$ cat config.mk
export PLATFORM = sky130hd
export DESIGN_NAME = crc16_command_framer_with_retry
export DESIGN_NICKNAME = d
export VERILOG_FILES = /design/src/hw/rtl/cfr_pkg.sv /design/src/hw/rtl/cfr_ctrl.sv /design/src/hw/rtl/cfr_frame_tx.sv /design/src/hw/rtl/crc16_command_framer_with_retry.sv
export SDC_FILE = /design/constraint.sdc
export NUM_CORES = 1
export LEC_CHECK = 0
export ABC_AREA = 0
export BUFFER_PORTS_ARGS = -buffer_cell sky130_fd_sc_hd__buf_2
export CAP_MARGIN = 20
export CORE_ASPECT_RATIO = 0.9
export CORE_UTILIZATION = 40
export CTS_CLUSTER_SIZE = 12
export DETAILED_ROUTE_END_ITERATION = 8
export HOLD_SLACK_MARGIN = 0.02
export SETUP_SLACK_MARGIN = 0.4
export SLEW_MARGIN = 15
export SYNTH_ARGS = -nofsm -noshare
export SYNTH_HDL_FRONTEND = slang
export SYNTH_SLANG_ARGS = --single-unit
$ cat constraint.sdc
create_clock -name clock -period 7.7 [get_ports clock]
set_clock_uncertainty 0.2 [all_clocks]
set_input_delay 1.54 -clock clock [delete_from_list [all_inputs] [get_ports clock]]
set_output_delay 1.54 -clock clock [all_outputs]
set_load 0.02 [all_outputs]
$ cat src/hw/rtl/cfr_pkg.sv
// ----------------------------------------------------------------------------
// cfr_pkg
// Shared types, codes and the CRC16 byte step for the command framer.
// ----------------------------------------------------------------------------
package cfr_pkg;

   // Request command codes (req_tuser)
   localparam logic [1:0] CMD_SEND = 2'd0;
   localparam logic [1:0] CMD_RX   = 2'd1;
   localparam logic [1:0] CMD_TICK = 2'd2;

   // Completion status codes
   localparam logic [1:0] STATUS_ACK     = 2'd0;
   localparam logic [1:0] STATUS_RETRIES = 2'd1;
   localparam logic [1:0] STATUS_TIMEOUT = 2'd2;
   localparam logic [1:0] STATUS_BUSY    = 2'd3;

   // Result kinds (rsp_tuser)
   localparam logic KIND_BYTE   = 1'b0;
   localparam logic KIND_STATUS = 1'b1;

   // Configuration register indexes
   localparam logic [1:0] CSR_MAX_RETRIES   = 2'd0;
   localparam logic [1:0] CSR_TIMEOUT_TICKS = 2'd1;
   localparam logic [1:0] CSR_ACK_VALUE     = 2'd2;

   // Configuration reset values
   localparam logic [3:0]  MAX_RETRIES_RST   = 4'd3;
   localparam logic [15:0] TIMEOUT_TICKS_RST = 16'd1000;
   localparam logic [7:0]  ACK_VALUE_RST     = 8'hFF;

   // Value clamp on the limited command
   localparam logic [7:0] CLAMP_OPCODE = 8'd12;
   localparam logic [7:0] CLAMP_MAX    = 8'd127;

   // CRC16 (poly 0x1021, MSB first)
   localparam logic [15:0] CRC_POLY = 16'h1021;
   localparam logic [15:0] CRC_INIT = 16'h0000;
   localparam logic [15:0] TICK_MAX = 16'hFFFF;

   // Frame byte positions
   localparam logic [2:0] POS_ADDR   = 3'd0;
   localparam logic [2:0] POS_OPCODE = 3'd1;
   localparam logic [2:0] POS_VALUE  = 3'd2;
   localparam logic [2:0] POS_CRC_HI = 3'd3;
   localparam logic [2:0] POS_CRC_LO = 3'd4;

   // Work handed from the exchange control to the frame transmitter
   typedef struct packed {
      logic       valid;
      logic       is_status;
      logic [1:0] status;
      logic [7:0] address;
      logic [7:0] opcode;
      logic [7:0] value;
   } cfr_job_type;

   // One byte folded into the CRC, eight shift steps
   function automatic logic [15:0] crc_byte(input logic [15:0] crc, input logic [7:0] data);
      logic [15:0] c;
      c = crc ^ {data, 8'h00};
      for (int i = 0; i < 8; i++) begin
         if (c[15]) begin
            c = {c[14:0], 1'b0} ^ CRC_POLY;
         end else begin
            c = {c[14:0], 1'b0};
         end
      end
      return c;
   endfunction

endpackage

$ cat src/hw/rtl/cfr_ctrl.sv
// ----------------------------------------------------------------------------
// cfr_ctrl
// Request register, configuration registers and the exchange state: decides
// per request whether a frame, a status or nothing goes to the transmitter.
// ----------------------------------------------------------------------------
module cfr_ctrl (
   input  logic                 clock,
   input  logic                 reset,
   // request channel
   input  logic                 req_tvalid,
   output logic                 req_tready,
   input  logic [31:0]          req_tdata,   // dev_address, opcode, arg_value, rx_byte
   input  logic [1:0]           req_tuser,   // cmd
   // configuration write channel
   input  logic                 csr_valid,
   output logic                 csr_ready,
   input  logic [1:0]           csr_index,
   input  logic [15:0]          csr_data,
   // job to the transmitter
   output cfr_pkg::cfr_job_type job,
   input  logic                 job_ready
);
   import cfr_pkg::*;

   // request register
   logic        in_valid_ff, in_valid_in;
   logic [1:0]  in_cmd_ff,   in_cmd_in;
   logic [7:0]  in_addr_ff,  in_addr_in;
   logic [7:0]  in_op_ff,    in_op_in;
   logic [7:0]  in_val_ff,   in_val_in;
   logic [7:0]  in_rx_ff,    in_rx_in;

   // configuration
   logic [3:0]  max_retries_ff,   max_retries_in;
   logic [15:0] timeout_ticks_ff, timeout_ticks_in;
   logic [7:0]  ack_value_ff,     ack_value_in;

   // exchange state
   logic        busy_ff,  busy_in;
   logic [7:0]  held_addr_ff, held_addr_in;
   logic [7:0]  held_op_ff,   held_op_in;
   logic [7:0]  held_val_ff,  held_val_in;
   logic [3:0]  tries_ff, tries_in;
   logic [15:0] tick_ff,  tick_in;

   logic        req_xfer;
   logic        consume;
   logic [7:0]  clamped_val;
   logic [15:0] tick_inc;

   assign req_xfer   = req_tvalid && req_tready;
   assign consume    = in_valid_ff && (!job.valid || job_ready);
   assign req_tready = !in_valid_ff || consume;
   assign csr_ready  = 1'b1;

   assign clamped_val = (in_op_ff == CLAMP_OPCODE && in_val_ff > CLAMP_MAX) ? CLAMP_MAX
                                                                            : in_val_ff;
   assign tick_inc    = (tick_ff < TICK_MAX) ? tick_ff + 16'd1 : tick_ff;

   // request register next value
   always_comb begin
      in_valid_in = in_valid_ff;
      in_cmd_in   = in_cmd_ff;
      in_addr_in  = in_addr_ff;
      in_op_in    = in_op_ff;
      in_val_in   = in_val_ff;
      in_rx_in    = in_rx_ff;
      if (req_xfer) begin
         in_valid_in = 1'b1;
         in_cmd_in   = req_tuser;
         in_addr_in  = req_tdata[7:0];
         in_op_in    = req_tdata[15:8];
         in_val_in   = req_tdata[23:16];
         in_rx_in    = req_tdata[31:24];
      end else if (consume) begin
         in_valid_in = 1'b0;
      end
   end

   // configuration writes; indexes past the list are dropped
   always_comb begin
      max_retries_in   = max_retries_ff;
      timeout_ticks_in = timeout_ticks_ff;
      ack_value_in     = ack_value_ff;
      if (csr_valid && csr_ready) begin
         unique case (csr_index)
            CSR_MAX_RETRIES:   max_retries_in   = csr_data[3:0];
            CSR_TIMEOUT_TICKS: timeout_ticks_in = csr_data;
            CSR_ACK_VALUE:     ack_value_in     = csr_data[7:0];
            default: ;
         endcase
      end
   end

   // exchange decision for the item in the request register
   always_comb begin
      job           = '0;
      job.address   = held_addr_ff;
      job.opcode    = held_op_ff;
      job.value     = held_val_ff;
      busy_in       = busy_ff;
      held_addr_in  = held_addr_ff;
      held_op_in    = held_op_ff;
      held_val_in   = held_val_ff;
      tries_in      = tries_ff;
      tick_in       = tick_ff;
      unique case (in_cmd_ff)
         CMD_SEND: begin
            job.valid = in_valid_ff;
            if (busy_ff) begin
               job.is_status = 1'b1;
               job.status    = STATUS_BUSY;
            end else begin
               job.address  = in_addr_ff;
               job.opcode   = in_op_ff;
               job.value    = clamped_val;
               held_addr_in = in_addr_ff;
               held_op_in   = in_op_ff;
               held_val_in  = clamped_val;
               tries_in     = max_retries_ff;
               tick_in      = '0;
               busy_in      = 1'b1;
            end
         end
         CMD_RX: begin
            if (busy_ff) begin
               job.valid = in_valid_ff;
               tick_in   = '0;
               priority if (in_rx_ff == ack_value_ff) begin
                  job.is_status = 1'b1;
                  job.status    = STATUS_ACK;
                  busy_in       = 1'b0;
               end else if (tries_ff != 4'd0) begin
                  tries_in = tries_ff - 4'd1;
               end else begin
                  job.is_status = 1'b1;
                  job.status    = STATUS_RETRIES;
                  busy_in       = 1'b0;
               end
            end
         end
         CMD_TICK: begin
            if (busy_ff) begin
               tick_in = tick_inc;
               if (tick_inc >= timeout_ticks_ff) begin
                  job.valid     = in_valid_ff;
                  job.is_status = 1'b1;
                  job.status    = STATUS_TIMEOUT;
                  busy_in       = 1'b0;
               end
            end
         end
         default: ;
      endcase
   end

   // registers
   always_ff @(posedge clock) begin
      in_cmd_ff  <= in_cmd_in;
      in_addr_ff <= in_addr_in;
      in_op_ff   <= in_op_in;
      in_val_ff  <= in_val_in;
      in_rx_ff   <= in_rx_in;
      if (reset) begin
         in_valid_ff      <= 1'b0;
         max_retries_ff   <= MAX_RETRIES_RST;
         timeout_ticks_ff <= TIMEOUT_TICKS_RST;
         ack_value_ff     <= ACK_VALUE_RST;
         busy_ff          <= 1'b0;
         held_addr_ff     <= '0;
         held_op_ff       <= '0;
         held_val_ff      <= '0;
         tries_ff         <= '0;
         tick_ff          <= '0;
      end else begin
         in_valid_ff      <= in_valid_in;
         max_retries_ff   <= max_retries_in;
         timeout_ticks_ff <= timeout_ticks_in;
         ack_value_ff     <= ack_value_in;
         if (consume) begin
            busy_ff      <= busy_in;
            held_addr_ff <= held_addr_in;
            held_op_ff   <= held_op_in;
            held_val_ff  <= held_val_in;
            tries_ff     <= tries_in;
            tick_ff      <= tick_in;
         end
      end
   end

endmodule

$ cat src/hw/rtl/cfr_frame_tx.sv
// ----------------------------------------------------------------------------
// cfr_frame_tx
// Serializes a job into five frame bytes (payload, CRC high, CRC low) or a
// single status result, folding each payload byte into the CRC as it goes out.
// ----------------------------------------------------------------------------
module cfr_frame_tx (
   input  logic                 clock,
   input  logic                 reset,
   input  cfr_pkg::cfr_job_type job,
   output logic                 job_ready,
   // result channel
   output logic                 rsp_tvalid,
   input  logic                 rsp_tready,
   output logic [15:0]          rsp_tdata,   // tx_byte, status, zero pad
   output logic [0:0]           rsp_tuser,   // out_kind
   output logic                 rsp_tlast    // last
);
   import cfr_pkg::*;

   logic        active_ff, active_in;
   cfr_job_type job_ff,    job_in;
   logic [2:0]  pos_ff,    pos_in;
   logic [15:0] crc_ff,    crc_in;

   logic        rsp_valid_ff,  rsp_valid_in;
   logic        rsp_kind_ff,   rsp_kind_in;
   logic [7:0]  rsp_byte_ff,   rsp_byte_in;
   logic        rsp_last_ff,   rsp_last_in;
   logic [1:0]  rsp_status_ff, rsp_status_in;

   logic        out_free;
   logic        emit;
   logic        last_emit;
   logic        take_job;
   logic [7:0]  frame_byte;
   logic [15:0] crc_base;

   assign out_free  = !rsp_valid_ff || rsp_tready;
   assign emit      = active_ff && out_free;
   assign last_emit = emit && (job_ff.is_status || pos_ff == POS_CRC_LO);
   assign job_ready = !active_ff || last_emit;
   assign take_job  = job.valid && job_ready;
   assign crc_base  = (pos_ff == POS_ADDR) ? CRC_INIT : crc_ff;

   // byte at the current frame position
   always_comb begin
      unique case (pos_ff)
         POS_ADDR:   frame_byte = job_ff.address;
         POS_OPCODE: frame_byte = job_ff.opcode;
         POS_VALUE:  frame_byte = job_ff.value;
         POS_CRC_HI: frame_byte = crc_ff[15:8];
         POS_CRC_LO: frame_byte = crc_ff[7:0];
         default:    frame_byte = '0;
      endcase
   end

   // sequencing and CRC accumulation
   always_comb begin
      active_in = active_ff;
      job_in    = job_ff;
      pos_in    = pos_ff;
      crc_in    = crc_ff;
      if (emit && !job_ff.is_status && pos_ff <= POS_VALUE) begin
         crc_in = crc_byte(crc_base, frame_byte);
      end
      if (take_job) begin
         active_in = 1'b1;
         job_in    = job;
         pos_in    = POS_ADDR;
      end else if (last_emit) begin
         active_in = 1'b0;
      end else if (emit) begin
         pos_in = pos_ff + 3'd1;
      end
   end

   // output register
   always_comb begin
      rsp_valid_in  = rsp_valid_ff && !rsp_tready;
      rsp_kind_in   = rsp_kind_ff;
      rsp_byte_in   = rsp_byte_ff;
      rsp_last_in   = rsp_last_ff;
      rsp_status_in = rsp_status_ff;
      if (emit) begin
         rsp_valid_in = 1'b1;
         if (job_ff.is_status) begin
            rsp_kind_in   = KIND_STATUS;
            rsp_byte_in   = '0;
            rsp_last_in   = 1'b1;
            rsp_status_in = job_ff.status;
         end else begin
            rsp_kind_in   = KIND_BYTE;
            rsp_byte_in   = frame_byte;
            rsp_last_in   = (pos_ff == POS_CRC_LO);
            rsp_status_in = STATUS_ACK;
         end
      end
   end

   always_ff @(posedge clock) begin
      job_ff        <= job_in;
      crc_ff        <= crc_in;
      rsp_kind_ff   <= rsp_kind_in;
      rsp_byte_ff   <= rsp_byte_in;
      rsp_last_ff   <= rsp_last_in;
      rsp_status_ff <= rsp_status_in;
      if (reset) begin
         active_ff    <= 1'b0;
         pos_ff       <= POS_ADDR;
         rsp_valid_ff <= 1'b0;
      end else begin
         active_ff    <= active_in;
         pos_ff       <= pos_in;
         rsp_valid_ff <= rsp_valid_in;
      end
   end

   assign rsp_tvalid = rsp_valid_ff;
   assign rsp_tdata  = {6'd0, rsp_status_ff, rsp_byte_ff};
   assign rsp_tuser  = rsp_kind_ff;
   assign rsp_tlast  = rsp_last_ff;

endmodule

$ cat src/hw/rtl/crc16_command_framer_with_retry.sv
// ----------------------------------------------------------------------------
// crc16_command_framer_with_retry
// Host side of a packet link: frames send requests with a CRC16, resends on
// a negative answer, and reports acknowledge, failure, timeout or busy.
// Path: request register, transmitter job register, output register.
// Throughput: one request per cycle unless a pending job waits for the
// transmitter; a send or resend gives one result per frame byte, a status one.
// Reset clears the exchange state and restores the configuration defaults
// (max_retries 3, timeout_ticks 1000, ack_value 0xFF).
// ----------------------------------------------------------------------------
module crc16_command_framer_with_retry (
   input  logic        clock,
   input  logic        reset,
   // request channel
   input  logic        req_tvalid,
   output logic        req_tready,
   input  logic [31:0] req_tdata,   // dev_address, opcode, arg_value, rx_byte
   input  logic [1:0]  req_tuser,   // cmd
   // result channel
   output logic        rsp_tvalid,
   input  logic        rsp_tready,
   output logic [15:0] rsp_tdata,   // tx_byte, status, zero pad
   output logic [0:0]  rsp_tuser,   // out_kind
   output logic        rsp_tlast,   // last
   // configuration write channel
   input  logic        csr_valid,
   output logic        csr_ready,
   input  logic [1:0]  csr_index,
   input  logic [15:0] csr_data
);
   import cfr_pkg::*;

   cfr_job_type job;
   logic        job_ready;

   cfr_ctrl u_ctrl (
      .clock      (clock),
      .reset      (reset),
      .req_tvalid (req_tvalid),
      .req_tready (req_tready),
      .req_tdata  (req_tdata),
      .req_tuser  (req_tuser),
      .csr_valid  (csr_valid),
      .csr_ready  (csr_ready),
      .csr_index  (csr_index),
      .csr_data   (csr_data),
      .job        (job),
      .job_ready  (job_ready)
   );

   cfr_frame_tx u_frame_tx (
      .clock      (clock),
      .reset      (reset),
      .job        (job),
      .job_ready  (job_ready),
      .rsp_tvalid (rsp_tvalid),
      .rsp_tready (rsp_tready),
      .rsp_tdata  (rsp_tdata),
      .rsp_tuser  (rsp_tuser),
      .rsp_tlast  (rsp_tlast)
   );

   // a status result always closes its run
   a_status_last: assert property (@(posedge clock) disable iff (reset)
      (rsp_tvalid && rsp_tuser[0] == KIND_STATUS) |-> rsp_tlast)
      else $error("status result without last");

   // a status result carries no transmit byte
   a_status_zero_byte: assert property (@(posedge clock) disable iff (reset)
      (rsp_tvalid && rsp_tuser[0] == KIND_STATUS) |-> rsp_tdata[7:0] == 8'd0)
      else $error("status result with nonzero byte");

   // a frame byte carries a zero status field
   a_byte_zero_status: assert property (@(posedge clock) disable iff (reset)
      (rsp_tvalid && rsp_tuser[0] == KIND_BYTE) |-> rsp_tdata[9:8] == STATUS_ACK)
      else $error("frame byte with nonzero status");

   // no result is presented right after reset
   a_reset_idle: assert property (@(posedge clock)
      reset |=> !rsp_tvalid)
      else $error("result valid after reset");

endmodule

==> results by group <==
Worst setup path
  • Startpoint types: flop
  • Setup CP Type: flop to output pin
  • Crit. End Element: output pin
  • CP required: 5.96 ns
  • Max Fanout on Critical Path: 11
  • Worst Path Arrival: 4.82 ns
  • Reg2reg end: u_ctrl.in_op_ff[4]
  • R2r worst-path depth: 12
  • Reg2reg start: u_ctrl.tick_ff[0]
  • Worst R2R Setup Slack: 2.14 ns

Final layout
  • Ant diodes: 0
  • Post-layout nets: 931
  • Synthesis-to-finish area growth: 14.05%
  • Post-route cell area: between 0.009 and 0.01 mm²
  • Layout cells sized above 1: 16.18%

Pwr
  • Total power: between 1500 and 2000 µW
  • Int Pwr: 1470 µW
  • Switch share: approximately a quarter
  • Clk pwr share: 44.2%
  • Leakage: 0.003416 µW
  • Switching pwr: 478.5 µW
  • PwrDens: 212.7 mW/mm²
  • Combinational power share: 5.8%
  • Sequential power share: 50.1%
  • Worst VDD drop: between 0.1 and 0.15 mV

Synthesis
  • Syn Inst Count: slightly below 800
  • Post-synth top flop: edfxtp_1
  • Post-synth ARST share: 0%
  • Cell Area, Synth: 0.008034 mm²
  • Sequential share of the synthesized area: a little over half
  • Syn. warnings: 0
  • Post-synth EDFFs: ~90
  • Yosys cell types: 61
  • Synth Register Bits: 168
  • Syn Area/Cell: 10.11 µm²

Global route
  • Vias in the first global route: 5515
  • M1 GR Usage: 26.13%
  • Met2 Use GR: 25.57%
  • Global routing's busiest layer: met1
  • Gr usage total: 17.83%
  • Initial antenna violation count: 0
  • Largest net degree at the start of global routing: 54
  • Total grt overflow: 0
  • First-pass GRT wire length: 28380 µm
  • M3 GR Usage: 3.960%

Floorplanning
  • Rows: 48
  • Core box area: 0.01940 mm²
  • Initial Utilization: 41.42%
  • Die Area: 0.02066 mm²
  • Die height: 136.5 µm
  • Die W: 151.4 µm
  • Ports: 78

Clock tree
  • Root buffer cell: clkbuf_16
  • Max H-tree Level: 4
  • CTS resizes: 0
  • Clock transition at path regs: about 0.07 ns
  • Skew-Pair Late Insertion Delay: 0.43 ns
  • CTS sink cnt: around 170
  • CTS tree: built
  • Post-CTS Hold Buffers: 0
  • Clock Path Buffers: 2
  • Post-CTS Setup Bufs: 0
  • Num CTS Buffers: 17

Route
  • Drt drc: 0
  • Vias post-DR: 5893
  • Vias per cell: 5.314
  • Initial DRC Count: 425
  • Final ANT Viol Nets: 0
  • Pre-Repair DR Iteration Count: 5
  • Drt wl/cell: 16.08 µm
  • Post-Route WL: 17840 µm

Timing
  • Final setup fails: 0
  • Slew Viols, Final: 0
  • Setup_tns: 0 ns
  • Final min period: 6.565 ns
  • Final hold vios: 0
  • Max frequency: 152.3 MHz
  • Worst slew margin: about 40%
  • RSZ-0062 raised after global routing: false
  • Worst hold margin: 0.2539 ns
  • Tcrit/Tclk final: a little under nine tenths
  • Worst Tran Pin Value: about 0.91 ns

Flow run
  • Max_cap viols: 0

Place
  • Buffers on Ports: 70
  • GPL Wtd Cong: 0.8738
  • Placed Area: 0.008532 mm²
  • Placed wire-length estimate: roughly 12000 µm

Hold path
  • Hold path startpoint: u_ctrl.held_addr_ff[5]
  • Worst hold endpoint: u_ctrl.held_addr_ff[5]
  • Hold depth: 2
  • Worst Hold Class: flop to flop

Status
  • Outcome: finished clean
-- state kept, by name (all words and copies together), names as in the netlist, 8 cells and up --
signal	count
u_ctrl.ack_value_ff	8
u_ctrl.in_addr_ff	8
u_ctrl.held_addr_ff	8
u_ctrl.tick_ff	16
u_ctrl.in_rx_ff	8
u_frame_tx.crc_ff	16
u_ctrl.in_val_ff	8
u_ctrl.timeout_ticks_ff	16
u_ctrl.held_op_ff	8
u_ctrl.in_op_ff	8
u_ctrl.held_val_ff	8
u_frame_tx.job_ff	27
u_frame_tx.rsp_byte_ff	8
-- power by group through the flow --
stage / clock [µW] / sequential (µW) / combinational, µW
2_1_floorplan: 0 / 993 / 78.0
5_1_grt: 916 / 978 / 126
3_3_place_gp: 0 / 996 / 110
6_report: 860 / 976 / 112
4_1_cts: 879 / 976 / 112
3_5_place_dp: 0 / 996 / 111
-- per-stage QoR --
stage	util (%)	setup slack, ns	std cells
CTS	47.15	1.199	1108
global placement	43.94	1.836	1075
detailed placement	43.98	1.672	1076
global route	47.23	0.7668	1109
floorplan	-	2.293	800
finish	47.23	1.135	1109
-- cell families after synthesis --
logic type	count (synthesis)	share of synthesized area, %
flip-flops	168	52.95
other	2	0.09348
XOR/XNOR	37	4.034
adder cells (fa/ha/maj)	28	4.361
buffers and inverters	86	4.532
AND/OR/NAND/NOR	276	15.47
AO/OA/AOI/OAI	164	14.06
multiplexers	34	4.501
-- per-layer routing --
layer | vias up | part of all wire, %
met5 | - | 0
met4 | 0 | 1.4
met3 | 18 | 6.6
met2 | 177 | 41
met1 | 2777 | 51
li1 | 2921 | -
-- how the worst max path moves through the flow --
stage,from,end,slack (ns),cells past startpoint
final,u_ctrl.tick_ff[0],req_tready,1.14,12
after global routing,u_ctrl.tick_ff[0],req_tready,0.77,12
after CTS,u_ctrl.tick_ff[0],req_tready,1.20,13
after detailed placement,u_ctrl.tick_ff[0],req_tready,1.67,13
after global placement,u_ctrl.tick_ff[0],req_tready,1.84,13
after floorplan,u_ctrl.tick_ff[0],req_tready,2.29,14
-- synthesized netlist by cell type, types with 12 or more instances --
library cell / number / area (µm²)
a21oi_1: 63 / 315.3
clkbuf_1: 32 / 120.1
dfxtp_1: 79 / 1582
edfxtp_1: 89 / 2673
ha_1: 28 / 350.3
inv_1: 36 / 135.1
mux2_2: 17 / 191.4
mux2i_1: 17 / 170.2
nand2_1: 139 / 521.8
nand3_1: 16 / 80.08
nor2_1: 57 / 214.0
nor2b_1: 12 / 75.07
xnor2_1: 17 / 148.9
xor2_1: 20 / 175.2
-- layout make-up --
| cell class | count | area [µm²] |
|---|---|---|
| clock buffers | 19 | 464.2 |
| flip-flops and latches | 168 | 4254 |
| well taps | 250 | 312.8 |
| multi-input cells | 546 | 3440 |
| inverters | 37 | 138.9 |
| fillers | 1838 | 10240 |
| repair buffers | 76 | 402.9 |
| clock inverters | 13 | 150.1 |
-- placed cells by master, fill, tap and decap left out, types with 6 or more instances in the layout --
cell type and count:
nand2_1 139, edfxtp_1 89, dfxtp_1 79, buf_2 70, a21oi_1 63, nor2_1 57
inv_1 36, ha_1 28, xor2_1 20, clkbuf_16 18, mux2i_1 17, xnor2_1 17
mux2_2 17, nand3_1 16, nor2b_1 11, o21ai_0 11, a211oi_1 10, nand2b_1 8
a211o_1 8, a222oi_1 8, o211ai_1 7, nor3_1 7, conb_1 7, nand4_1 6
o21ai_1 6
-- critical path, cell delays in order (launching register included) --
cell	delay, ns
dfxtp_1	0.45
ha_1	0.22
nand3_1	0.24
nor4_2	0.80
nand2_1	0.37
xnor2_1	0.26
ha_1	0.25
nand2b_1	0.13
a2111oi_0	0.63
or4_4	0.26
nand4_1	0.36
nand2_1	0.23
buf_2	0.19
Power figures use the tool's default switching activity.
